===== src/rtl/core/fsdf_pkg.sv =====
// Package for the four-digit segment display formatter.
// Holds the driver-chip byte codes, the glyph table, the character map and the FSM type.
// No dependencies.
package fsdf_pkg;

  localparam int BIN_W   = 14;
  localparam int BCD_W   = 16;
  localparam int CNT_W   = 4;
  localparam int IDX_W   = 4;
  localparam int GLYPH_W = 5;
  localparam int NDIG    = 4;

  localparam logic [14:0] VAL_MAX  = 15'd19999;
  localparam logic [14:0] VAL_WRAP = 15'd10000;

  localparam logic [7:0] CMD_DATA  = 8'h40;
  localparam logic [7:0] CMD_ADDR  = 8'hc0;
  localparam logic [7:0] CMD_DISP  = 8'h88;
  localparam logic [7:0] POINT_BIT = 8'h20;

  localparam logic [IDX_W-1:0] IDX_DATA  = 4'd0;
  localparam logic [IDX_W-1:0] IDX_ADDR  = 4'd1;
  localparam logic [IDX_W-1:0] IDX_SEG0  = 4'd2;
  localparam logic [IDX_W-1:0] IDX_SEGL  = 4'd9;
  localparam logic [IDX_W-1:0] IDX_LAST  = 4'd10;

  localparam logic [GLYPH_W-1:0] GLYPH_BLANK = 5'd16;
  localparam logic [GLYPH_W-1:0] GLYPH_R     = 5'd17;
  localparam logic [GLYPH_W-1:0] GLYPH_N     = 5'd18;
  localparam logic [GLYPH_W-1:0] GLYPH_DASH  = 5'd19;

  typedef enum logic [1:0] {
    ST_IDLE,
    ST_CONV,
    ST_EMIT
  } state_t;

  typedef struct packed {
    logic                hit;
    logic [GLYPH_W-1:0]  code;
  } char_map_t;

  function automatic logic [15:0] seg_lookup(input logic [GLYPH_W-1:0] g);
    logic [15:0] s;
    case (g)
      5'd0:    s = 16'h1f08;
      5'd1:    s = 16'h0600;
      5'd2:    s = 16'h1b10;
      5'd3:    s = 16'h0f10;
      5'd4:    s = 16'h0618;
      5'd5:    s = 16'h0d18;
      5'd6:    s = 16'h1d18;
      5'd7:    s = 16'h0700;
      5'd8:    s = 16'h1f18;
      5'd9:    s = 16'h0f18;
      5'd10:   s = 16'h1718;
      5'd11:   s = 16'h1c18;
      5'd12:   s = 16'h1908;
      5'd13:   s = 16'h1e10;
      5'd14:   s = 16'h1918;
      5'd15:   s = 16'h1118;
      5'd17:   s = 16'h1010;
      5'd18:   s = 16'h1410;
      5'd19:   s = 16'h0010;
      default: s = 16'h0000;
    endcase
    return s;
  endfunction

  function automatic char_map_t map_char(input logic [7:0] c);
    char_map_t m;
    logic [7:0] d;
    m.hit  = 1'b1;
    m.code = GLYPH_BLANK;
    d      = 8'd0;
    if (c inside {["0":"9"]}) begin
      d      = c - 8'h30;
      m.code = d[GLYPH_W-1:0];
    end else if (c inside {["a":"f"]}) begin
      d      = c - 8'h57;
      m.code = d[GLYPH_W-1:0];
    end else if (c inside {["A":"F"]}) begin
      d      = c - 8'h37;
      m.code = d[GLYPH_W-1:0];
    end else if (c == " ") begin
      m.code = GLYPH_BLANK;
    end else if (c == "r") begin
      m.code = GLYPH_R;
    end else if (c == "n") begin
      m.code = GLYPH_N;
    end else if (c == "-") begin
      m.code = GLYPH_DASH;
    end else begin
      m.hit = 1'b0;
    end
    return m;
  endfunction

endpackage


===== src/rtl/core/four_digit_segment_display_formatter.sv =====
// Top level of the four-digit segment display formatter.
// Depends on fsdf_pkg and fsdf_bcd.
//
// Each input transaction produces eleven output transactions: the data
// command, the address command followed by two segment bytes per digit from
// left to right, and the display control command. A number-mode update waits
// longer than a text-mode update before its first byte can enter the output
// register: it first runs the conversion, one bit per cycle through the
// shift-and-add-three converter, and then loads the glyphs; after that the
// bytes leave at one per cycle while out_stall is low. A new input transaction
// is taken once the last byte has entered the output register.
module four_digit_segment_display_formatter import fsdf_pkg::*; (
  input  logic        clk,
  input  logic        rst_n,
  input  logic        in_valid,
  output logic        in_stall,
  input  logic        in_command,
  input  logic [14:0] in_number_value,
  input  logic [2:0]  in_point_position,
  input  logic [7:0]  in_text_char_0,
  input  logic [7:0]  in_text_char_1,
  input  logic [7:0]  in_text_char_2,
  input  logic [7:0]  in_text_char_3,
  output logic        out_valid,
  input  logic        out_stall,
  output logic [7:0]  out_byte,
  output logic        out_strobe_release,
  output logic        out_last
);

  state_t state_r, state_nxt;

  logic [GLYPH_W-1:0] glyph_r [NDIG];
  logic [GLYPH_W-1:0] glyph_nxt [NDIG];
  logic [2:0]         point_r;
  logic [IDX_W-1:0]   idx_r, idx_nxt;

  logic               out_valid_r, out_valid_nxt;
  logic [7:0]         out_byte_r, out_byte_nxt;
  logic               out_strobe_r, out_strobe_nxt;
  logic               out_last_r, out_last_nxt;

  logic               accept;
  logic               out_free;
  logic               bcd_start;
  logic               bcd_done;
  logic [BCD_W-1:0]   bcd;
  logic [14:0]        val_sat;
  logic [14:0]        val_red;
  logic               emit_en;
  logic               load_text;
  logic               load_num;

  logic [7:0]         text_char [NDIG];
  char_map_t          cmap [NDIG];
  logic [GLYPH_W-1:0] num_glyph [NDIG];

  logic [IDX_W-1:0]   seg_off;
  logic [1:0]         dig_sel;
  logic [15:0]        seg_pair;

  assign accept   = in_valid && !in_stall;
  assign out_free = !out_valid_r || !out_stall;

  assign val_sat = (in_number_value > VAL_MAX) ? VAL_MAX : in_number_value;
  assign val_red = (val_sat >= VAL_WRAP) ? val_sat - VAL_WRAP : val_sat;

  fsdf_bcd u_bcd (
    .clk   (clk),
    .rst_n (rst_n),
    .start (bcd_start),
    .bin   (val_red[BIN_W-1:0]),
    .done  (bcd_done),
    .bcd   (bcd)
  );

  assign text_char[0] = in_text_char_0;
  assign text_char[1] = in_text_char_1;
  assign text_char[2] = in_text_char_2;
  assign text_char[3] = in_text_char_3;

  always_comb begin
    for (int i = 0; i < NDIG; i++) begin
      cmap[i] = map_char(text_char[i]);
    end
  end

  // Leading zeros are blanked from the left until a nonzero digit or the point digit.
  always_comb begin
    logic stop;
    stop = 1'b0;
    for (int i = 0; i < NDIG; i++) begin
      num_glyph[i] = {1'b0, bcd[BCD_W-1-4*i -: 4]};
    end
    for (int i = 0; i < NDIG - 1; i++) begin
      if (num_glyph[i] != '0 || point_r == 3'(i + 1)) begin
        stop = 1'b1;
      end
      if (!stop) begin
        num_glyph[i] = GLYPH_BLANK;
      end
    end
  end

  always_comb begin
    state_nxt = state_r;
    case (state_r)
      ST_IDLE: begin
        if (in_valid) begin
          state_nxt = in_command ? ST_EMIT : ST_CONV;
        end
      end
      ST_CONV: begin
        if (bcd_done) begin
          state_nxt = ST_EMIT;
        end
      end
      ST_EMIT: begin
        if (out_free && idx_r == IDX_LAST) begin
          state_nxt = ST_IDLE;
        end
      end
      default: state_nxt = ST_IDLE;
    endcase
  end

  always_comb begin
    in_stall  = 1'b1;
    bcd_start = 1'b0;
    load_text = 1'b0;
    load_num  = 1'b0;
    emit_en   = 1'b0;
    case (state_r)
      ST_IDLE: begin
        in_stall  = 1'b0;
        bcd_start = in_valid && !in_command;
        load_text = in_valid && in_command;
      end
      ST_CONV: begin
        load_num = bcd_done;
      end
      ST_EMIT: begin
        emit_en = out_free;
      end
      default: begin
        in_stall = 1'b1;
      end
    endcase
  end

  always_comb begin
    for (int i = 0; i < NDIG; i++) begin
      glyph_nxt[i] = glyph_r[i];
      if (load_text && cmap[i].hit) begin
        glyph_nxt[i] = cmap[i].code;
      end
      if (load_num) begin
        glyph_nxt[i] = num_glyph[i];
      end
    end
  end

  assign seg_off  = idx_r - IDX_SEG0;
  assign dig_sel  = seg_off[2:1];
  assign seg_pair = seg_lookup(glyph_r[dig_sel]);

  always_comb begin
    idx_nxt        = idx_r;
    out_valid_nxt  = out_valid_r;
    out_byte_nxt   = out_byte_r;
    out_strobe_nxt = out_strobe_r;
    out_last_nxt   = out_last_r;
    if (out_valid_r && !out_stall) begin
      out_valid_nxt = 1'b0;
    end
    if (accept) begin
      idx_nxt = IDX_DATA;
    end
    if (emit_en) begin
      out_valid_nxt  = 1'b1;
      out_strobe_nxt = 1'b0;
      out_last_nxt   = 1'b0;
      idx_nxt        = idx_r + 1'b1;
      case (idx_r)
        IDX_DATA: begin
          out_byte_nxt   = CMD_DATA;
          out_strobe_nxt = 1'b1;
        end
        IDX_ADDR: begin
          out_byte_nxt = CMD_ADDR;
        end
        IDX_LAST: begin
          out_byte_nxt   = CMD_DISP;
          out_strobe_nxt = 1'b1;
          out_last_nxt   = 1'b1;
        end
        default: begin
          if (!seg_off[0]) begin
            out_byte_nxt = seg_pair[15:8];
          end else begin
            out_byte_nxt = seg_pair[7:0];
            if (point_r == {1'b0, dig_sel} + 3'd1) begin
              out_byte_nxt = seg_pair[7:0] | POINT_BIT;
            end
          end
          out_strobe_nxt = (idx_r == IDX_SEGL);
        end
      endcase
    end
  end

  always_ff @(posedge clk) begin
    if (!rst_n) begin
      state_r     <= ST_IDLE;
      idx_r       <= IDX_DATA;
      out_valid_r <= 1'b0;
      glyph_r[0]  <= 5'd1;
      glyph_r[1]  <= 5'd2;
      glyph_r[2]  <= 5'd3;
      glyph_r[3]  <= 5'd4;
    end else begin
      state_r     <= state_nxt;
      idx_r       <= idx_nxt;
      out_valid_r <= out_valid_nxt;
      for (int i = 0; i < NDIG; i++) begin
        glyph_r[i] <= glyph_nxt[i];
      end
    end
  end

  always_ff @(posedge clk) begin
    if (accept) begin
      point_r <= in_point_position;
    end
    out_byte_r   <= out_byte_nxt;
    out_strobe_r <= out_strobe_nxt;
    out_last_r   <= out_last_nxt;
  end

  assign out_valid          = out_valid_r;
  assign out_byte           = out_byte_r;
  assign out_strobe_release = out_strobe_r;
  assign out_last           = out_last_r;

endmodule


===== src/rtl/core/fsdf_bcd.sv =====
// Bit-serial binary to BCD converter using the shift-and-add-three method.
// Converts a 14-bit value into four decimal digits, one bit per cycle.
// Depends on fsdf_pkg.
module fsdf_bcd import fsdf_pkg::*; (
  input  logic             clk,
  input  logic             rst_n,
  input  logic             start,
  input  logic [BIN_W-1:0] bin,
  output logic             done,
  output logic [BCD_W-1:0] bcd
);

  logic [BIN_W-1:0] shift_r, shift_nxt;
  logic [BCD_W-1:0] bcd_r, bcd_nxt;
  logic [CNT_W-1:0] cnt_r, cnt_nxt;
  logic             busy_r, busy_nxt;
  logic             done_r, done_nxt;
  logic [BCD_W-1:0] adj;

  always_comb begin
    for (int i = 0; i < NDIG; i++) begin
      adj[4*i +: 4] = (bcd_r[4*i +: 4] >= 4'd5) ? bcd_r[4*i +: 4] + 4'd3 : bcd_r[4*i +: 4];
    end
  end

  always_comb begin
    shift_nxt = shift_r;
    bcd_nxt   = bcd_r;
    cnt_nxt   = cnt_r;
    busy_nxt  = busy_r;
    done_nxt  = 1'b0;
    if (start) begin
      shift_nxt = bin;
      bcd_nxt   = '0;
      cnt_nxt   = CNT_W'(BIN_W);
      busy_nxt  = 1'b1;
    end else if (busy_r) begin
      shift_nxt = {shift_r[BIN_W-2:0], 1'b0};
      bcd_nxt   = {adj[BCD_W-2:0], shift_r[BIN_W-1]};
      cnt_nxt   = cnt_r - 1'b1;
      if (cnt_r == CNT_W'(1)) begin
        busy_nxt = 1'b0;
        done_nxt = 1'b1;
      end
    end
  end

  always_ff @(posedge clk) begin
    if (!rst_n) begin
      busy_r <= 1'b0;
      done_r <= 1'b0;
      cnt_r  <= '0;
    end else begin
      busy_r <= busy_nxt;
      done_r <= done_nxt;
      cnt_r  <= cnt_nxt;
    end
  end

  always_ff @(posedge clk) begin
    shift_r <= shift_nxt;
    bcd_r   <= bcd_nxt;
  end

  assign done = done_r;
  assign bcd  = bcd_r;

endmodule


===== config.mk =====
export PLATFORM = sky130hd
export DESIGN_NAME = four_digit_segment_display_formatter
export DESIGN_NICKNAME = d
export VERILOG_FILES = /design/src/rtl/core/fsdf_pkg.sv /design/src/rtl/core/four_digit_segment_display_formatter.sv /design/src/rtl/core/fsdf_bcd.sv
export SDC_FILE = /design/constraint.sdc
export NUM_CORES = 1
export LEC_CHECK = 0
export ABC_AREA = 1
export BUFFER_PORTS_ARGS = -buffer_cell sky130_fd_sc_hd__clkbuf_2
export CAP_MARGIN = 40
export CORE_MARGIN = 2
export CORE_UTILIZATION = 51
export CTS_BUF_LIST = sky130_fd_sc_hd__clkbuf_8
export CTS_CLUSTER_DIAMETER = 30
export DETAILED_ROUTE_END_ITERATION = 12
export PLACE_DENSITY = 0.83
export SLEW_MARGIN = 25
export SYNTH_ARGS = -nofsm -noshare
export SYNTH_HDL_FRONTEND = slang
export SYNTH_SLANG_ARGS = --single-unit

===== constraint.sdc =====
create_clock -name clk -period 3.22 [get_ports clk]
set_clock_uncertainty 0.05 [all_clocks]
set_input_delay 0.161 -clock clk [delete_from_list [all_inputs] [get_ports clk]]
set_output_delay 0.161 -clock clk [all_outputs]
set_load 0.02 [all_outputs]

==> results.md <==
* Fraction of the yosys area taken by sequential cells at 0.362
* Global Route met2 Usage at 0.364
* 1st-iter DRT viols at 377
* Routability-driven placement congestion ratio at 0.928
* Maximum ir drop on the vdd rail at 0.000282 V
* Clk pin slew, worst setup/hold paths at 0.08 ns
* CTS Sinks at 76
* Tightest Pin Transition at 0.664 ns
* Maximum number of buffers from clock root to sink at 2
* Avg Cell Area, Syn at 7.28 um^2
* Syn Std Cell Area at 5510 um^2
* Area growth from synthesis to final layout at 12.5%
* Ys Warns at 0
* Number of levels in the clock H-tree at 3
* Count of antenna diodes in the layout at 0
* Die Y at 108 um
* Max Clock Freq at 0.364 GHz
* Global routing usage on met1 at 0.284
* Cell taking the most area after synthesis: sky130_fd_sc_hd__edfxtp_1
* Number of vias per cell at 5.33
* DRT Wirelength at 12100 um
* Cell type group with the largest total delay on the critical path: compound AO/OA/AOI/OAI gates
* Total nets after synthesis at 852
* R2R Setup Slk at 0.47 ns
* Data required time at the worst endpoint at 3.35 ns
* Initial core utilization at 0.529
* Static Leak at 0.00279 uW
* GRT busiest layer: met2
* Cell Rows at 37
* Final hold slack at 0.0579 ns
* Number of gates resized after CTS at 0
* Number of global-route vias before repair at 4656
* Floorplan die width at 108 um
* Count of TritonRoute iterations in the first routing pass at 5
* Largest net degree at the start of global routing at 27
* Remaining routing DRC violations at 0
* Buffer cell driving the clock tree root: sky130_fd_sc_hd__clkbuf_8
* Total number of vias at 5167
* Class of the most critical hold timing path: in2reg
* Clock latency at the later pin of the worst-skew pair at 0.35 ns
* Number of antenna violations at the first check in global routing at 0
* Final ANT Viol Nets at 0
* Total die area at 11600 um^2
* Number of flops mapped to enable cells by yosys at 47
* Leading cell types by total area after synthesis: sky130_fd_sc_hd__edfxtp_1 (26%), sky130_fd_sc_hd__nand2_1 (11%), sky130_fd_sc_hd__dfxtp_1 (11%)
* Maxcap violations at 0
* Final setup violation count at 0
* Share of the cycle needed by the critical path after routing at 0.853
* RSZ-0062 raised after global routing: false
* Half-perimeter wire length of the detailed placement result at 9400 um
* Worst path cell trace: inv_1 > ha_1 > clkinv_1 > a32oi_1 > inv_1 > ha_1 > nand2_1 > o21ai_0 > o21ai_0 > nand2_1 > a31oi_1
* Worst slew slack as a fraction of its limit at 0.556
* Core area at 10400 um^2
* Worst Setup Path Type: reg2reg
* Number of standard cells after synthesis at 756
* Post-layout minimum cycle time at 2.75 ns
* Aggregate global-route resource usage at 0.219
* Cell with the largest stage delay on the worst path: sky130_fd_sc_hd__ha_1
* Biggest cell delay along the critical path at 0.41 ns
* Inserted Clock Buffers at 9
* Routed length per instance at 12.5 um
* Global-route wire length before repair at 20500 um
* Setup tns final at 0 ns
* Aggregate global routing overflow at 0
* PwrDens at 367 nW/um^2
* Crit path capture type: flip-flop
* Total I/O pin count at 67
* Asr flop ratio synth at 0
* Met3 track utilization from global routing at 0.0460
* PortBufs at 66
* Fraction of layout cells with a size suffix above 1 at 0.128
* Max Slew Vio Count at 0
* Kind of launch point of the worst setup path: flip-flop
* Status: completed
* Post-synthesis register bit count at 76
* Clock tree from TritonCTS: yes
* Net count reported at finish at 924
* Worst path bufs/invs at 3
* Core Util, Final at 0.595
* Worst path arrival time at 2.88 ns
* Most instantiated flip-flop cell in the synthesis netlist: sky130_fd_sc_hd__edfxtp_1
* CP max FO at 13
* Final Hold Viols at 0
* Number of different library cells in the post-synthesis netlist at 49
* Share of the synthesized area in the top cell type at 0.256
==> cell families (layout without fill, tap and decap cells) <==
| logic type | after synthesis | count (layout) | synth area share |
|---|---|---|---|
| compound gates | 134 | 134 | 0.149 |
| xor+xnor | 9 | 9 | 0.0143 |
| fa+ha+maj | 41 | 41 | 0.0932 |
| buf+inv | 134 | 211 | 0.0934 |
| flops | 76 | 76 | 0.362 |
| simple gates | 362 | 362 | 0.288 |
==> cells in the final DEF (no fill, tap or decap), types with 3 or more instances in the layout <==
cell                            instances
sky130_fd_sc_hd__inv_2                  3
sky130_fd_sc_hd__a21oi_1               41
sky130_fd_sc_hd__nor4_1                 5
sky130_fd_sc_hd__ha_1                  41
sky130_fd_sc_hd__nand2_1              160
sky130_fd_sc_hd__dfxtp_1               29
sky130_fd_sc_hd__nor2_1                85
sky130_fd_sc_hd__nand3b_1               3
sky130_fd_sc_hd__buf_4                  6
sky130_fd_sc_hd__o21ai_1                4
sky130_fd_sc_hd__inv_1                118
sky130_fd_sc_hd__a22oi_1                3
sky130_fd_sc_hd__edfxtp_1              47
sky130_fd_sc_hd__clkbuf_2              66
sky130_fd_sc_hd__o21ai_0               37
sky130_fd_sc_hd__clkbuf_8              11
sky130_fd_sc_hd__xor2_1                 3
sky130_fd_sc_hd__nand2_2                4
sky130_fd_sc_hd__a32oi_1                3
sky130_fd_sc_hd__o211ai_1               6
sky130_fd_sc_hd__a31o_2                 3
sky130_fd_sc_hd__nor3_1                18
sky130_fd_sc_hd__xnor2_1                6
sky130_fd_sc_hd__dlygate4sd3_1          3
sky130_fd_sc_hd__nand4_1               12
sky130_fd_sc_hd__o22ai_1                9
sky130_fd_sc_hd__nor2_2                 3
sky130_fd_sc_hd__nand3_1               64
sky130_fd_sc_hd__a31oi_1               11
==> final cells by class <==
cell class | count | area [um^2]
Tap cell | 136 | 170
Inverter | 120 | 450
Sequential cell | 76 | 1990
Fill cell | 972 | 4220
Clock buffer | 11 | 151
Clock inverter | 5 | 21.3
Multi-Input combinational cell | 546 | 3000
Timing Repair Buffer | 75 | 405
==> through the flow <==
| step | cell area [um^2] | instances | total power [uW] | worst slack (ns) |
|---|---|---|---|---|
| 2_1_floorplan | 5510 | 756 | 1500 | 0.660 |
| 3_3_place_gp | 5990 | 950 | 1640 | 0.648 |
| 3_5_place_dp | 5990 | 950 | 1650 | 0.507 |
| 4_1_cts | 6190 | 969 | 2290 | 0.486 |
| 5_1_grt | 6190 | 969 | 2410 | 0.150 |
| 6_report | 6190 | 969 | 2270 | 0.472 |
==> repair_timing <==
action / in CTS / in global routing
hold buffers: 3 / 0
setup endpoints to repair: 0 / 0
buffers inserted: 0 / 0
hold endpoints to repair: 3 / 0
==> worst paths after layout <==
path,from,to,depth (start not counted)
hold / removal,out_stall,out_valid$_SDFFE_PN0P_,3
hold reg to reg,u_bcd.shift_r[13]$_DFFE_PP_,u_bcd.bcd[0]$_SDFFE_PP0P_,2
setup / recovery,idx_r[1]$_SDFFE_PN0P_,out_byte[4]$_DFFE_PP_,11
setup reg to reg,idx_r[1]$_SDFFE_PN0P_,out_byte[4]$_DFFE_PP_,11
==> per-layer routing <==
| metal | vias up | wire (um) | share of wire |
|---|---|---|---|
| li1 | 2691 | - | - |
| met1 | 2290 | 5370 | 0.44 |
| met2 | 169 | 5790 | 0.48 |
| met3 | 17 | 741 | 0.061 |
| met4 | 0 | 216 | 0.018 |
| met5 | - | 0 | 0 |
==> power by group <==
group          internal (uW)  switching, uW  leakage (uW)  total, uW
registers               1110           47.9      0.000679       1160
logic                    173            311       0.00201        484
clock network            311            322      0.000103        633
total                   1590            681       0.00279       2270
==> synthesized netlist by cell type, drive strengths merged, types with 3 or more instances <==
| cell | count |
|---|---|
| a22oi | 3 |
| edfxtp | 47 |
| a31oi | 11 |
| a31o | 3 |
| xor2 | 3 |
| o22ai | 9 |
| nand3b | 3 |
| o211ai | 6 |
| xnor2 | 6 |
| ha | 41 |
| a21oi | 42 |
| nor4 | 5 |
| dfxtp | 29 |
| nor2 | 89 |
| nand4 | 12 |
| inv | 118 |
| clkbuf | 9 |
| nand3 | 66 |
| a32oi | 4 |
| buf | 5 |
| nor3 | 19 |
| o21ai | 41 |
| nand2 | 165 |
==> worst reg2reg max path: cells and delay by family (launching register included) <==
| kind | cells | cell delay [ns] |
|---|---|---|
| compound gates | 4 | 0.79 |
| fa+ha+maj | 2 | 0.70 |
| buf+inv | 3 | 0.54 |
| flops | 1 | 0.33 |
| simple gates | 2 | 0.16 |
==> flip-flops by register name, indices dropped and copies added (netlist names), 2 cells and up <==
signal / count
glyph_r: 20
idx_r: 4
out_byte: 8
point_r: 3
state_r: 2
u_bcd.bcd: 16
u_bcd.cnt_r: 4
u_bcd.shift_r: 14
Power figures use the tool's default switching activity.
